## config.mk

```make
export PLATFORM = sky130hd
export DESIGN_NAME = spq_cell
export DESIGN_NICKNAME = d
export VERILOG_FILES = /design/src/design/spq_pkg.sv /design/src/design/spq_cell.sv
export SDC_FILE = /design/constraint.sdc
export NUM_CORES = 1
export LEC_CHECK = 0
export BUFFER_PORTS_ARGS = -buffer_cell sky130_fd_sc_hd__clkbuf_2
export CAP_MARGIN = 20
export CELL_PAD_IN_SITES_DETAIL_PLACEMENT = 1
export CELL_PAD_IN_SITES_GLOBAL_PLACEMENT = 1
export CORE_MARGIN = 2
export CORE_UTILIZATION = 33
export CTS_BUF_LIST = sky130_fd_sc_hd__clkbuf_4 sky130_fd_sc_hd__clkbuf_8
export CTS_CLUSTER_DIAMETER = 50
export CTS_CLUSTER_SIZE = 8
export DETAILED_ROUTE_END_ITERATION = 12
export PLACE_DENSITY = 0.95
export SLEW_MARGIN = 5
export SYNTH_ARGS = -nofsm -noshare
export SYNTH_HDL_FRONTEND = slang
export SYNTH_SLANG_ARGS = --single-unit
```

## constraint.sdc

```tcl
create_clock -name clk -period 5.9 [get_ports clk]
set_clock_uncertainty 0.15 [all_clocks]
set_input_delay 1.18 -clock clk [delete_from_list [all_inputs] [get_ports clk]]
set_output_delay 1.18 -clock clk [all_outputs]
set_load 0.02 [all_outputs]
```

## src/design/spq_pkg.sv

```systemverilog
// Types and codes of the sorted-array priority queue.
// Used by the channel interfaces, the cell, the top level and the checker.
`timescale 1ns / 1ps
`default_nettype none

package spq_pkg;

  typedef enum logic {
    CMD_INSERT = 1'b0,
    CMD_REMOVE = 1'b1
  } cmd_t;

  typedef enum logic [1:0] {
    ST_DONE  = 2'd0,
    ST_FULL  = 2'd1,
    ST_EMPTY = 2'd2
  } status_t;

  typedef struct packed {
    logic signed [31:0] val;
    logic signed [15:0] prio;
  } entry_t;

  typedef enum logic [1:0] {
    OP_HOLD,
    OP_INSERT,
    OP_REMOVE
  } cell_op_t;

  typedef struct packed {
    cell_op_t op;
    entry_t   item;
  } cell_ctrl_t;

endpackage

`default_nettype wire

```

## src/design/spq_cell.sv

```systemverilog
// One slot of the sorted array: holds one entry and trades it with its neighbors.
// Depends on spq_pkg for the entry and control types.
`timescale 1ns / 1ps
`default_nettype none

module spq_cell (
  input  wire logic               clk,
  input  wire spq_pkg::cell_ctrl_t ctrl,
  input  wire spq_pkg::entry_t    left_entry,
  input  wire spq_pkg::entry_t    right_entry,
  input  wire logic               left_keep,
  input  wire logic               occupied,
  output spq_pkg::entry_t         entry_r,
  output logic                    keep
);

  spq_pkg::entry_t entry_nxt;

  // Stay put when this entry outranks or ties the new one.
  assign keep = occupied && ($signed(entry_r.prio) >= $signed(ctrl.item.prio));

  always_comb begin
    entry_nxt = entry_r;
    unique case (ctrl.op)
      spq_pkg::OP_INSERT: begin
        if (keep) begin
          entry_nxt = entry_r;
        end else if (left_keep) begin
          entry_nxt = ctrl.item;
        end else begin
          entry_nxt = left_entry;
        end
      end
      spq_pkg::OP_REMOVE: entry_nxt = right_entry;
      default:            entry_nxt = entry_r;
    endcase
  end

  always_ff @(posedge clk) begin
    entry_r <= entry_nxt;
  end

endmodule

`default_nettype wire

```

## Word level (Yosys, flattened, before mapping)

Cells that the tools add are included.

- Bits in read-only memories: 0
- Register bits after elaboration: 48
- Output and inout bits: 49
- Bits of input ports: 149
- Memories: 0
- Bits in latches: 0
- Memory bits (writable): 0

- Equality and inequality tests: 3
- Reduce and logical (&&, ||, !) cells: 3
- Bitwise operators: 0
- Magnitude comparators: 1
- Shifts and indexed selects: 0
- Divide/modulo/power cells: 0
- Mux-type cells: 3
- Multiply operators: 0
- Add/subtract/negate cells: 0

Operators by type and width:

| cell | count |
|---|---|
| $mux W48 | 2 |
| $pmux W48 S2 | 1 |
| $ge A16 B16 Y1 | 1 |
| $eq A2 B1 Y1 const B | 1 |
| $eq A2 B2 Y1 const B | 1 |
| $ne A2 B2 Y1 const B | 1 |
| $reduce_and A2 Y1 | 1 |
| $reduce_bool A2 Y1 | 1 |
| $logic_and A1 B1 Y1 | 1 |

## Longest topological paths before layout

Gate-level depths: netlist (run 1).

- Depth after elaboration: 4
- Depth in mapped cells: 8
- Gate-level depth less buffers: 8

## Least setup slack after synthesis (run 1)

OpenSTA, ideal clock, no wires.

- Path type: in2reg
- Start point: input ctrl[15] in the netlist's numbering
- End point: register entry_r[0] in the netlist's numbering (enable)
- Buffers on the path: 0
- Stages: 8
- Slack: 1.631 ns
- Data required time: 5.334 ns
- Library setup time: 0.416 ns
- Arrival: 3.703 ns
- Cells stage by stage: inv_1 ha_1 nand4_2 nor4_2 o21ai_1 nand3_1 mux2i_1 a311o_1

- Longest elaborated chain between the ends: 4

RTL lines:

| element | RTL line | source |
|---|---|---|
| from (decl) | spq_cell.sv:8 | `input wire spq_pkg::cell_ctrl_t ctrl,` |
| $ge A16 B16 Y1 | spq_cell.sv:20 | `assign keep = occupied && ($signed(entry_r.prio) >= $signed(ctrl.item.prio));` |
| $logic_and A1 B1 Y1 | spq_cell.sv:20 |  |
| $ne A2 B2 Y1 (no line) | - |  |
| $reduce_and A2 Y1 (no line) | - |  |
| to (signal assigned) | spq_cell.sv:40 | `entry_r <= entry_nxt;` |
| to (decl) | spq_cell.sv:13 | `output spq_pkg::entry_t entry_r,` |

Every way passes these cells.
A chain may end at the register's enable or synchronous reset.

## Worst setup path after layout (run 1)

- Start point: input ctrl[15] in the netlist's numbering
- End point: output keep

- Longest elaborated chain between the ends: 2

RTL lines:

| element | RTL line | source |
|---|---|---|
| $ge A16 B16 Y1 | spq_cell.sv:20 |  |
| $logic_and A1 B1 Y1 | spq_cell.sv:20 |  |
| to (decl) | spq_cell.sv:14 | `output logic keep` |

Every way passes these cells.

==> metrics.cfg, run 1 <==
[floorplanning]
initial_utilization_pct = 33.5
die_h_um = 97.2
io_pins = 198
fp.dieW_um = 97.2
core_um2 = 8550
rows = 34
die-area_um2 = 9450

[setup_path]
crit_path_max_fanout = 4
crit_path_frequent_cell = clkbuf_2
cpPeakStageDelay_ps = 340
critical_path.slowest_cell = nor4_2
arrival_ps = 2920
start_kind = primary input
cp_cell_sequence = clkbuf_2, inv_1, ha_1, nand4_2, nor4_2, o21ai_1, nand3_1, mux2i_1, a21boi_1, clkbuf_2
critPathBufInv = 3
startpoint = ctrl[15]
critical_path_class = primary input to primary output
end_kind = primary output
r2r_slack_ps = 2860
cp.required_ps = 4570
path_depth = 10
crit_family = simple AND/OR/NAND/NOR gates
r2r_end = entry_r[43]
worstRegToRegCells = 8
crit_path_end = keep
rr_startpoint = entry_r[15]

[grt]
grt_max_degree = 98
grt_use_met1_pct = 18.5
grt_pass1_wl_um = 14000
grtUsageMet2_pct = 36.6
grtUsageTotal_pct = 18.3
grt_pass1_vias = 2986
grtUsageMet3_pct = 4.39
antenna_found_initial = 0
grt_overflow_total = 0
busiest_layer = met2

[clock_tree]
cts_resized = 0
clock_latency_ps = 290
clock-sinks = 48
cts_hold_buffers = 0
clkTransAtPathRegs_ps = 80
htreeDepth = 2
cts_tree = yes
post_cts_buffers = 0
cts_buffers = 5
cts.path.max_buffers = 2
clock-root-buffer = clkbuf_8

[final_layout]
stdcell_count = 569
nets = 626
fill_cells = 1048
regMostFlops = entry_r
syn2layout_area_growth_pct = 40.8
largest_reg_flops = 48
top_regs = entry_r: 48 flops
layout-drive-gt1-share_pct = 45.8
final_core_util_pct = 47.2
n_antenna_cell = 0

[synth]
avgSynthCellArea_um2 = 10.6
synth_cell_type_count = 22
synth.most_common_cell = nand2_1
synth-seq-cells = 48
yosysSeqAreaShare_pct = 50.3
synth_area_leaders = edfxtp_1 50%, mux2i_1 17%, o21ai_0 8.4%, ha_1 7.0%, nand2_1 6.8%
yosysTopAreaCellShare_pct = 50.3
synth_ff_type = edfxtp_1
yosysWarnings = 0
synth-edff-count = 48
async_reset_ff_share_pct = 0
synth_cells = 271
netlist_area_um2 = 2870
synth_commonest_cells = 52 x nand2_1, 49 x mux2i_1, 48 x edfxtp_1, 48 x o21ai_0
synthesis.nets = 436
synth_top_cell_by_area = edfxtp_1

[placement]
place.gp.congestion = 0.764
portBuffers = 197
dp_hpwl_um = 7110
dp_cells = 561

[power_and_ir_drop]
peakVddDrop_mv = 0.0852
p_switching_w = 0.000263
power_frac_seq_pct = 49.9
p_comb_share_pct = 28.6
power.density_nw_per_um2 = 217
clkPwrFrac_pct = 21.5
p_int_w = 0.000611
leakagePower_nw = 2.03
total_power_w = 0.000874
swShare_pct = 30.1

[sta]
hold_violations = 0
worstMarginPinSlew_ps = 834
rsz0062_at_grt = false
timing.fmax_ghz = 0.235
layout_min_cycle_time_ps = 4250
setup_viol = 0
slew_violations = 0
fin_crit_sh_pct = 72.0
relSlewSlack_pct = 44.4
setup_tns_ps = 0

[drt]
dr_total_vias = 2751
ant_nets = 0
viasPerCell = 4.83
first_iter_violations = 43
first_pass_iters = 4
drc = 0
drt_wl_total_um = 8700
routedWlPerCell_um = 15.3

[flow_run]
max_cap_violations = 0

[hold_path]
min_from = right_entry[39]
min_path_type = primary input to flop

[run_status]
status = completed

==> worst register-to-register path, cell delays in order (launching register included) <==
cell      delay, ps
edfxtp_1        400
ha_1            340
nand4_2         180
nor4_2          340
o21ai_1         130
nand3_1         110
mux2i_1         240
a311o_2         580
buf_12          260
==> cells in the final DEF, fill, tap and decap left out <==
| cell | netlist | routed |
|---|---|---|
| nand3_1 | 2 | 2 |
| a311oi_1 | 1 | 1 |
| a21oi_1 | 6 | 6 |
| nor2b_4 | 0 | 1 |
| nand4_2 | 1 | 1 |
| nor4_2 | 1 | 1 |
| o21ai_0 | 48 | 48 |
| buf_12 | 0 | 1 |
| mux2i_1 | 49 | 49 |
| o21ai_1 | 1 | 1 |
| clkbuf_2 | 0 | 197 |
| clkbuf_8 | 0 | 5 |
| o221ai_1 | 1 | 1 |
| nor2b_1 | 4 | 3 |
| nand4_1 | 2 | 2 |
| clkinv_2 | 0 | 1 |
| a311o_2 | 0 | 1 |
| buf_4 | 2 | 2 |
| edfxtp_1 | 48 | 48 |
| nand2_1 | 52 | 52 |
| clkbuf_4 | 0 | 1 |
| a21o_1 | 1 | 1 |
| a21boi_1 | 1 | 1 |
| inv_1 | 16 | 16 |
| ha_1 | 16 | 16 |
| nor2_1 | 3 | 3 |
==> power groups by stage <==
stage                     registers [W]  clock network (W)  logic (W)
after floorplan                0.000488                  0  0.0000921
after global placement         0.000443                  0   0.000238
after CTS                      0.000438           0.000196   0.000251
after detailed placement       0.000446                  0   0.000250
final                          0.000436           0.000188   0.000250
after global routing           0.000441           0.000209   0.000276
==> layout make-up <==
| cell class | count | area, µm² | area share (%) |
|---|---|---|---|
| multi-input cells | 190 | 1300 | 32.1 |
| inverters | 16 | 60.1 | 1.49 |
| clock inverters | 1 | 5.00 | 0.124 |
| flip-flops and latches | 48 | 1440 | 35.7 |
| clock buffers | 6 | 76.3 | 1.89 |
| well taps | 108 | 135 | 3.35 |
| repair buffers | 200 | 1020 | 25.3 |
==> worst min-delay path by stage <==
| stage | slack [ps] | endpoint | depth (start not counted) |
|---|---|---|---|
| after floorplan | 1220 | entry_r[0] | 2 |
| after global placement | 1310 | entry_r[39] | 3 |
| after detailed placement | 1310 | entry_r[25] | 3 |
| after CTS | 1000 | entry_r[39] | 3 |
| after global routing | 1010 | entry_r[39] | 3 |
| final | 1020 | entry_r[39] | 3 |
==> per-layer routing <==
| metal | up-vias | routed length [µm] |
|---|---|---|
| li1 | 1349 | - |
| met1 | 1273 | 3140 |
| met2 | 113 | 4790 |
| met3 | 16 | 581 |
| met4 | 0 | 187 |
| met5 | - | 0 |
==> cell families (layout without fill, tap and decap cells) <==
family	count (synthesis)	count (layout)	synth area share, %
flip-flops	48	48	50.3
buffers and inverters	33	223	4.80
AO/OA/AOI/OAI	60	60	11.1
AND/OR/NAND/NOR	65	65	9.73
adder cells (fa/ha/maj)	16	16	6.98
multiplexers	49	49	17.1
==> stage by stage <==
step	setup slack [ps]	hold WS, ps	instance area [µm²]
2_1_floorplan	1630	1220	2870
3_3_place_gp	1760	1310	3930
3_5_place_dp	1660	1310	3930
4_1_cts	1660	1000	4020
5_1_grt	1490	1010	4040
6_report	1650	1020	4040
Note: power is estimated with default switching activity, not from simulation.
==> inputs of run 2 (changes only) <==
--- a/config.mk
+++ b/config.mk
@@ -10,12 +10,12 @@
 export CELL_PAD_IN_SITES_DETAIL_PLACEMENT = 1
 export CELL_PAD_IN_SITES_GLOBAL_PLACEMENT = 1
 export CORE_MARGIN = 2
-export CORE_UTILIZATION = 33
+export CORE_UTILIZATION = 27
 export CTS_BUF_LIST = sky130_fd_sc_hd__clkbuf_4 sky130_fd_sc_hd__clkbuf_8
 export CTS_CLUSTER_DIAMETER = 50
 export CTS_CLUSTER_SIZE = 8
 export DETAILED_ROUTE_END_ITERATION = 12
-export PLACE_DENSITY = 0.95
+export PLACE_DENSITY = 0.86
 export SLEW_MARGIN = 5
 export SYNTH_ARGS = -nofsm -noshare
 export SYNTH_HDL_FRONTEND = slang
==> constraint.sdc (replaced) <==
create_clock -name clk -period 3.7 [get_ports clk]
set_clock_uncertainty 0.15 [all_clocks]
set_input_delay 0.74 -clock clk [delete_from_list [all_inputs] [get_ports clk]]
set_output_delay 0.74 -clock clk [all_outputs]
set_load 0.02 [all_outputs]
==> metrics.cfg, run 2 (synthesized netlist as in run 1, its figures left out) <==
[drt]
first_iter_violations = 56
viasPerCell = 4.64
drc = 0
first_pass_iters = 4
drt_wl_total_um = 8700
routedWlPerCell_um = 14.5
ant_nets = 0
dr_total_vias = 2778

[final_layout]
syn2layout_area_growth_pct = 43.1
layout_common_cells = 196 x clkbuf_2, 52 x nand2_1, 49 x mux2i_1, 48 x o21ai_0, 48 x edfxtp_1
nets = 627
layout_commonest_cell = clkbuf_2
layout-drive-gt1-share_pct = 45.6
n_antenna_cell = 0
top_regs = entry_r: 48 flops
fin_area_um2 = 4100
regMostFlops = entry_r
largest_reg_flops = 48

[setup_path]
cpPeakStageDelay_ps = 360
cp_cell_sequence = clkbuf_2, inv_1, ha_1, nand4_2, nor4_2, o21ai_1, nand3_1, mux2i_1, a21boi_1, clkbuf_2
arrival_ps = 2460
crit_path_frequent_cell = clkbuf_2
crit_path_max_fanout = 4
critical_path_class = primary input to primary output
start_kind = primary input
end_kind = primary output
cp.required_ps = 2810
critical_path.slowest_cell = nor4_2

[floorplanning]
die-area_um2 = 11500
rows = 37
io_pins = 198
fp.dieW_um = 107
core_um2 = 10300
die_h_um = 107
initial_utilization_pct = 27.8

[clock_tree]
post_cts_buffers = 0
cts_tree = yes
clock-root-buffer = clkbuf_8
cts_buffers = 5
cts_hold_buffers = 0
clock_latency_ps = 290
clkTransAtPathRegs_ps = 90
clock-sinks = 48
cts.path.max_buffers = 2
cts_resized = 0
htreeDepth = 2

[power_and_ir_drop]
power.density_nw_per_um2 = 356
leakagePower_nw = 2.05
total_power_w = 0.00146
peakVddDrop_mv = 0.146

[sta]
setup_tns_ps = 0
worstMarginPinSlew_ps = 829
rsz0062_at_grt = false
hold_ws_ps = 569
setup_viol = 0
layout_min_cycle_time_ps = 3350
slew_violations = 0
timing.fmax_ghz = 0.299
hold_violations = 0
relSlewSlack_pct = 44.7
fin_crit_sh_pct = 90.4

[grt]
grt_max_degree = 97
grt_overflow_total = 0
grtUsageTotal_pct = 14.9
grt_pass1_wl_um = 13500
grt_pass1_vias = 2928
antenna_found_initial = 0

[placement]
place.gp.congestion = 0.727
place_area_um2 = 4000
dp_hpwl_um = 7140
portBuffers = 197

[hold_path]
min_path_type = primary input to flop

[flow_run]
max_cap_violations = 0

[run_status]
status = completed

run 2: cell count changes in the layout (fill, tap and decap cells not counted), sizes merged:
cell / delta
clkbuf: -2
buf: +2
clkinv: +1
bufinv: +1
run 2: power breakdown:
| part | leakage [nW] | total (W) | internal (W) | switching (W) |
|---|---|---|---|---|
| Clock | 0.0532 | 0.000369 | 0.000197 | 0.000171 |
| Combinational | 1.53 | 0.000394 | 0.000163 | 0.000231 |
| Sequential | 0.466 | 0.000696 | 0.000675 | 0.0000213 |
| Total | 2.05 | 0.00146 | 0.00103 | 0.000424 |
run 2: layer usage:
| metal | routed length, µm | track usage [%] | vias up |
|---|---|---|---|
| met4 | 137 | 4.64 | 0 |
| met5 | 0 | 0 | - |
| li1 | - | - | 1357 |
| met3 | 627 | 3.59 | 11 |
| met1 | 3220 | 15.5 | 1299 |
| met2 | 4720 | 29.1 | 111 |
run 2: final timing paths:
| path | slack, ps | endpoint | startpoint | depth (start not counted) |
|---|---|---|---|---|
| max | 350 | keep | ctrl[15] | 10 |
| min | 570 | entry_r[42] | right_entry[42] | 3 |
| max reg2reg | 880 | entry_r[35] | entry_r[15] | 8 |
| min reg2reg | 1240 | entry_r[40] | entry_r[1] | 4 |
run 2: worst max-delay path: cells and delay by family:
family                   cells  cell delay (ps)
multiplexers                 1              240
AO/OA/AOI/OAI                2              220
buffers and inverters        3              300
adder cells (fa/ha/maj)      1              310
AND/OR/NAND/NOR              3              650
run 2: through the flow:
stage	std cells	worst slack (ps)	utilization (%)
3_3_place_gp	591	410	38.7
4_1_cts	599	335	39.7
3_5_place_dp	591	337	38.7
6_report	599	354	39.7
2_1_floorplan	271	495	-
5_1_grt	599	218	39.7
run 2: layout make-up:
type / instances / area (µm²)
clock buffers: 5 / 68.8
clock inverters: 3 / 37.5
fillers: 1258 / 6220
inverters: 16 / 60.1
multi-input cells: 190 / 1300
flip-flops and latches: 48 / 1440
well taps: 136 / 170
repair buffers: 201 / 1030
==> inputs of run 3 (changes only) <==
--- a/config.mk
+++ b/config.mk
@@ -16,6 +16,7 @@
 export CTS_CLUSTER_SIZE = 8
 export DETAILED_ROUTE_END_ITERATION = 12
 export PLACE_DENSITY = 0.86
+export REMOVE_ABC_BUFFERS = 1
 export SLEW_MARGIN = 5
 export SYNTH_ARGS = -nofsm -noshare
 export SYNTH_HDL_FRONTEND = slang
==> metrics.cfg, run 3 (synthesized netlist as in run 1, its figures left out) <==
[run_status]
status = completed

[floorplanning]
fp.dieW_um = 107
core_um2 = 10300
io_pins = 198
die-area_um2 = 11500
initial_utilization_pct = 27.8
rows = 37
die_h_um = 107

[grt]
grtUsageTotal_pct = 15.7
grt_pass1_wl_um = 13900
grt_max_degree = 51
antenna_found_initial = 0
grt_pass1_vias = 2939
grt_overflow_total = 0

[sta]
slew_violations = 0
worstMarginPinSlew_ps = 492
finalWorstSetupSlack_ps = 346
layout_min_cycle_time_ps = 3350
timing.fmax_ghz = 0.298
setup_viol = 0
setup_tns_ps = 0
relSlewSlack_pct = 67.2
hold_violations = 0
rsz0062_at_grt = false
fin_crit_sh_pct = 90.6

[clock_tree]
clock-sinks = 48
cts_resized = 0
clkTransAtPathRegs_ps = 90
cts_tree = yes
htreeDepth = 2
cts_hold_buffers = 0
clock-root-buffer = clkbuf_8
clock_latency_ps = 300
cts.path.max_buffers = 2
post_cts_buffers = 0
cts_buffers = 5

[drt]
dr_total_vias = 2723
first_iter_violations = 86
drt_wl_total_um = 8860
ant_nets = 0
viasPerCell = 4.54
first_pass_iters = 4
drc = 0
routedWlPerCell_um = 14.8

[final_layout]
fin_area_um2 = 4090
layout_common_cells = 196 x clkbuf_2, 52 x nand2_1, 49 x mux2i_1, 48 x o21ai_0, 48 x edfxtp_1
layout_commonest_cell = clkbuf_2
syn2layout_area_growth_pct = 42.6
regMostFlops = entry_r
top_regs = entry_r: 48 flops
n_antenna_cell = 0
nets = 629
layout-drive-gt1-share_pct = 45.7
largest_reg_flops = 48

[power_and_ir_drop]
leakagePower_nw = 2.04
power.density_nw_per_um2 = 339
peakVddDrop_mv = 0.116

[setup_path]
start_kind = primary input
cp.required_ps = 2810
crit_path_max_fanout = 4
arrival_ps = 2460
critical_path_class = primary input to primary output
end_kind = primary output

[placement]
place.gp.congestion = 0.708
pre_cts_ws_ps = 352
dp_hpwl_um = 7430
portBuffers = 197
place_area_um2 = 4010

[hold_path]
min_path_type = primary input to flop

[flow_run]
max_cap_violations = 0

==> run 3: layout make-up <==
cell class | instances | area (µm²)
multi-input cells | 190 | 1300
flip-flops and latches | 48 | 1440
fillers | 1279 | 6240
well taps | 136 | 170
repair buffers | 203 | 1040
inverters | 16 | 60.1
clock inverters | 2 | 7.51
clock buffers | 5 | 68.8
==> run 3: per-layer routing <==
| metal | wire [µm] | track usage (%) |
|---|---|---|
| met1 | 3250 | 16.3 |
| met2 | 4770 | 29.5 |
| met5 | 0 | 0 |
| met4 | 192 | 5.84 |
| met3 | 655 | 4.44 |
==> run 3: power by group <==
part           switching, W  internal (W)  leakage, nW
clock network      0.000169      0.000125       0.0391
registers         0.0000207      0.000675        0.466
logic              0.000234      0.000164         1.54
==> run 3: critical path, stage by stage <==
cell and delay (ps):
clkbuf_2 100, inv_1 50, ha_1 330, nand4_2 170
nor4_2 350, o21ai_1 110, nand3_1 110, mux2i_1 250
a21boi_1 90, clkbuf_2 160
==> run 3: final timing paths <==
| check | start | end | slack [ps] | cells past startpoint |
|---|---|---|---|---|
| worst max-delay path | ctrl[15] | keep | 350 | 10 |
| worst max register to register | entry_r[15] | entry_r[43] | 900 | 8 |
| worst min-delay path | right_entry[7] | entry_r[7] | 570 | 3 |
| worst min register to register | entry_r[1] | entry_r[13] | 1240 | 4 |
==> run 3: per-stage QoR <==
| stage | total power (W) | hold WS, ps | cells | util, % |
|---|---|---|---|---|
| after detailed placement | 0.00111 | 873 | 593 | 38.9 |
| final | 0.00139 | 568 | 600 | 39.6 |
| after floorplan | 0.000913 | 777 | 254 | - |
| after CTS | 0.00142 | 545 | 600 | 39.6 |
| after global routing | 0.00148 | 563 | 600 | 39.6 |
| after global placement | 0.00110 | 868 | 593 | 38.9 |
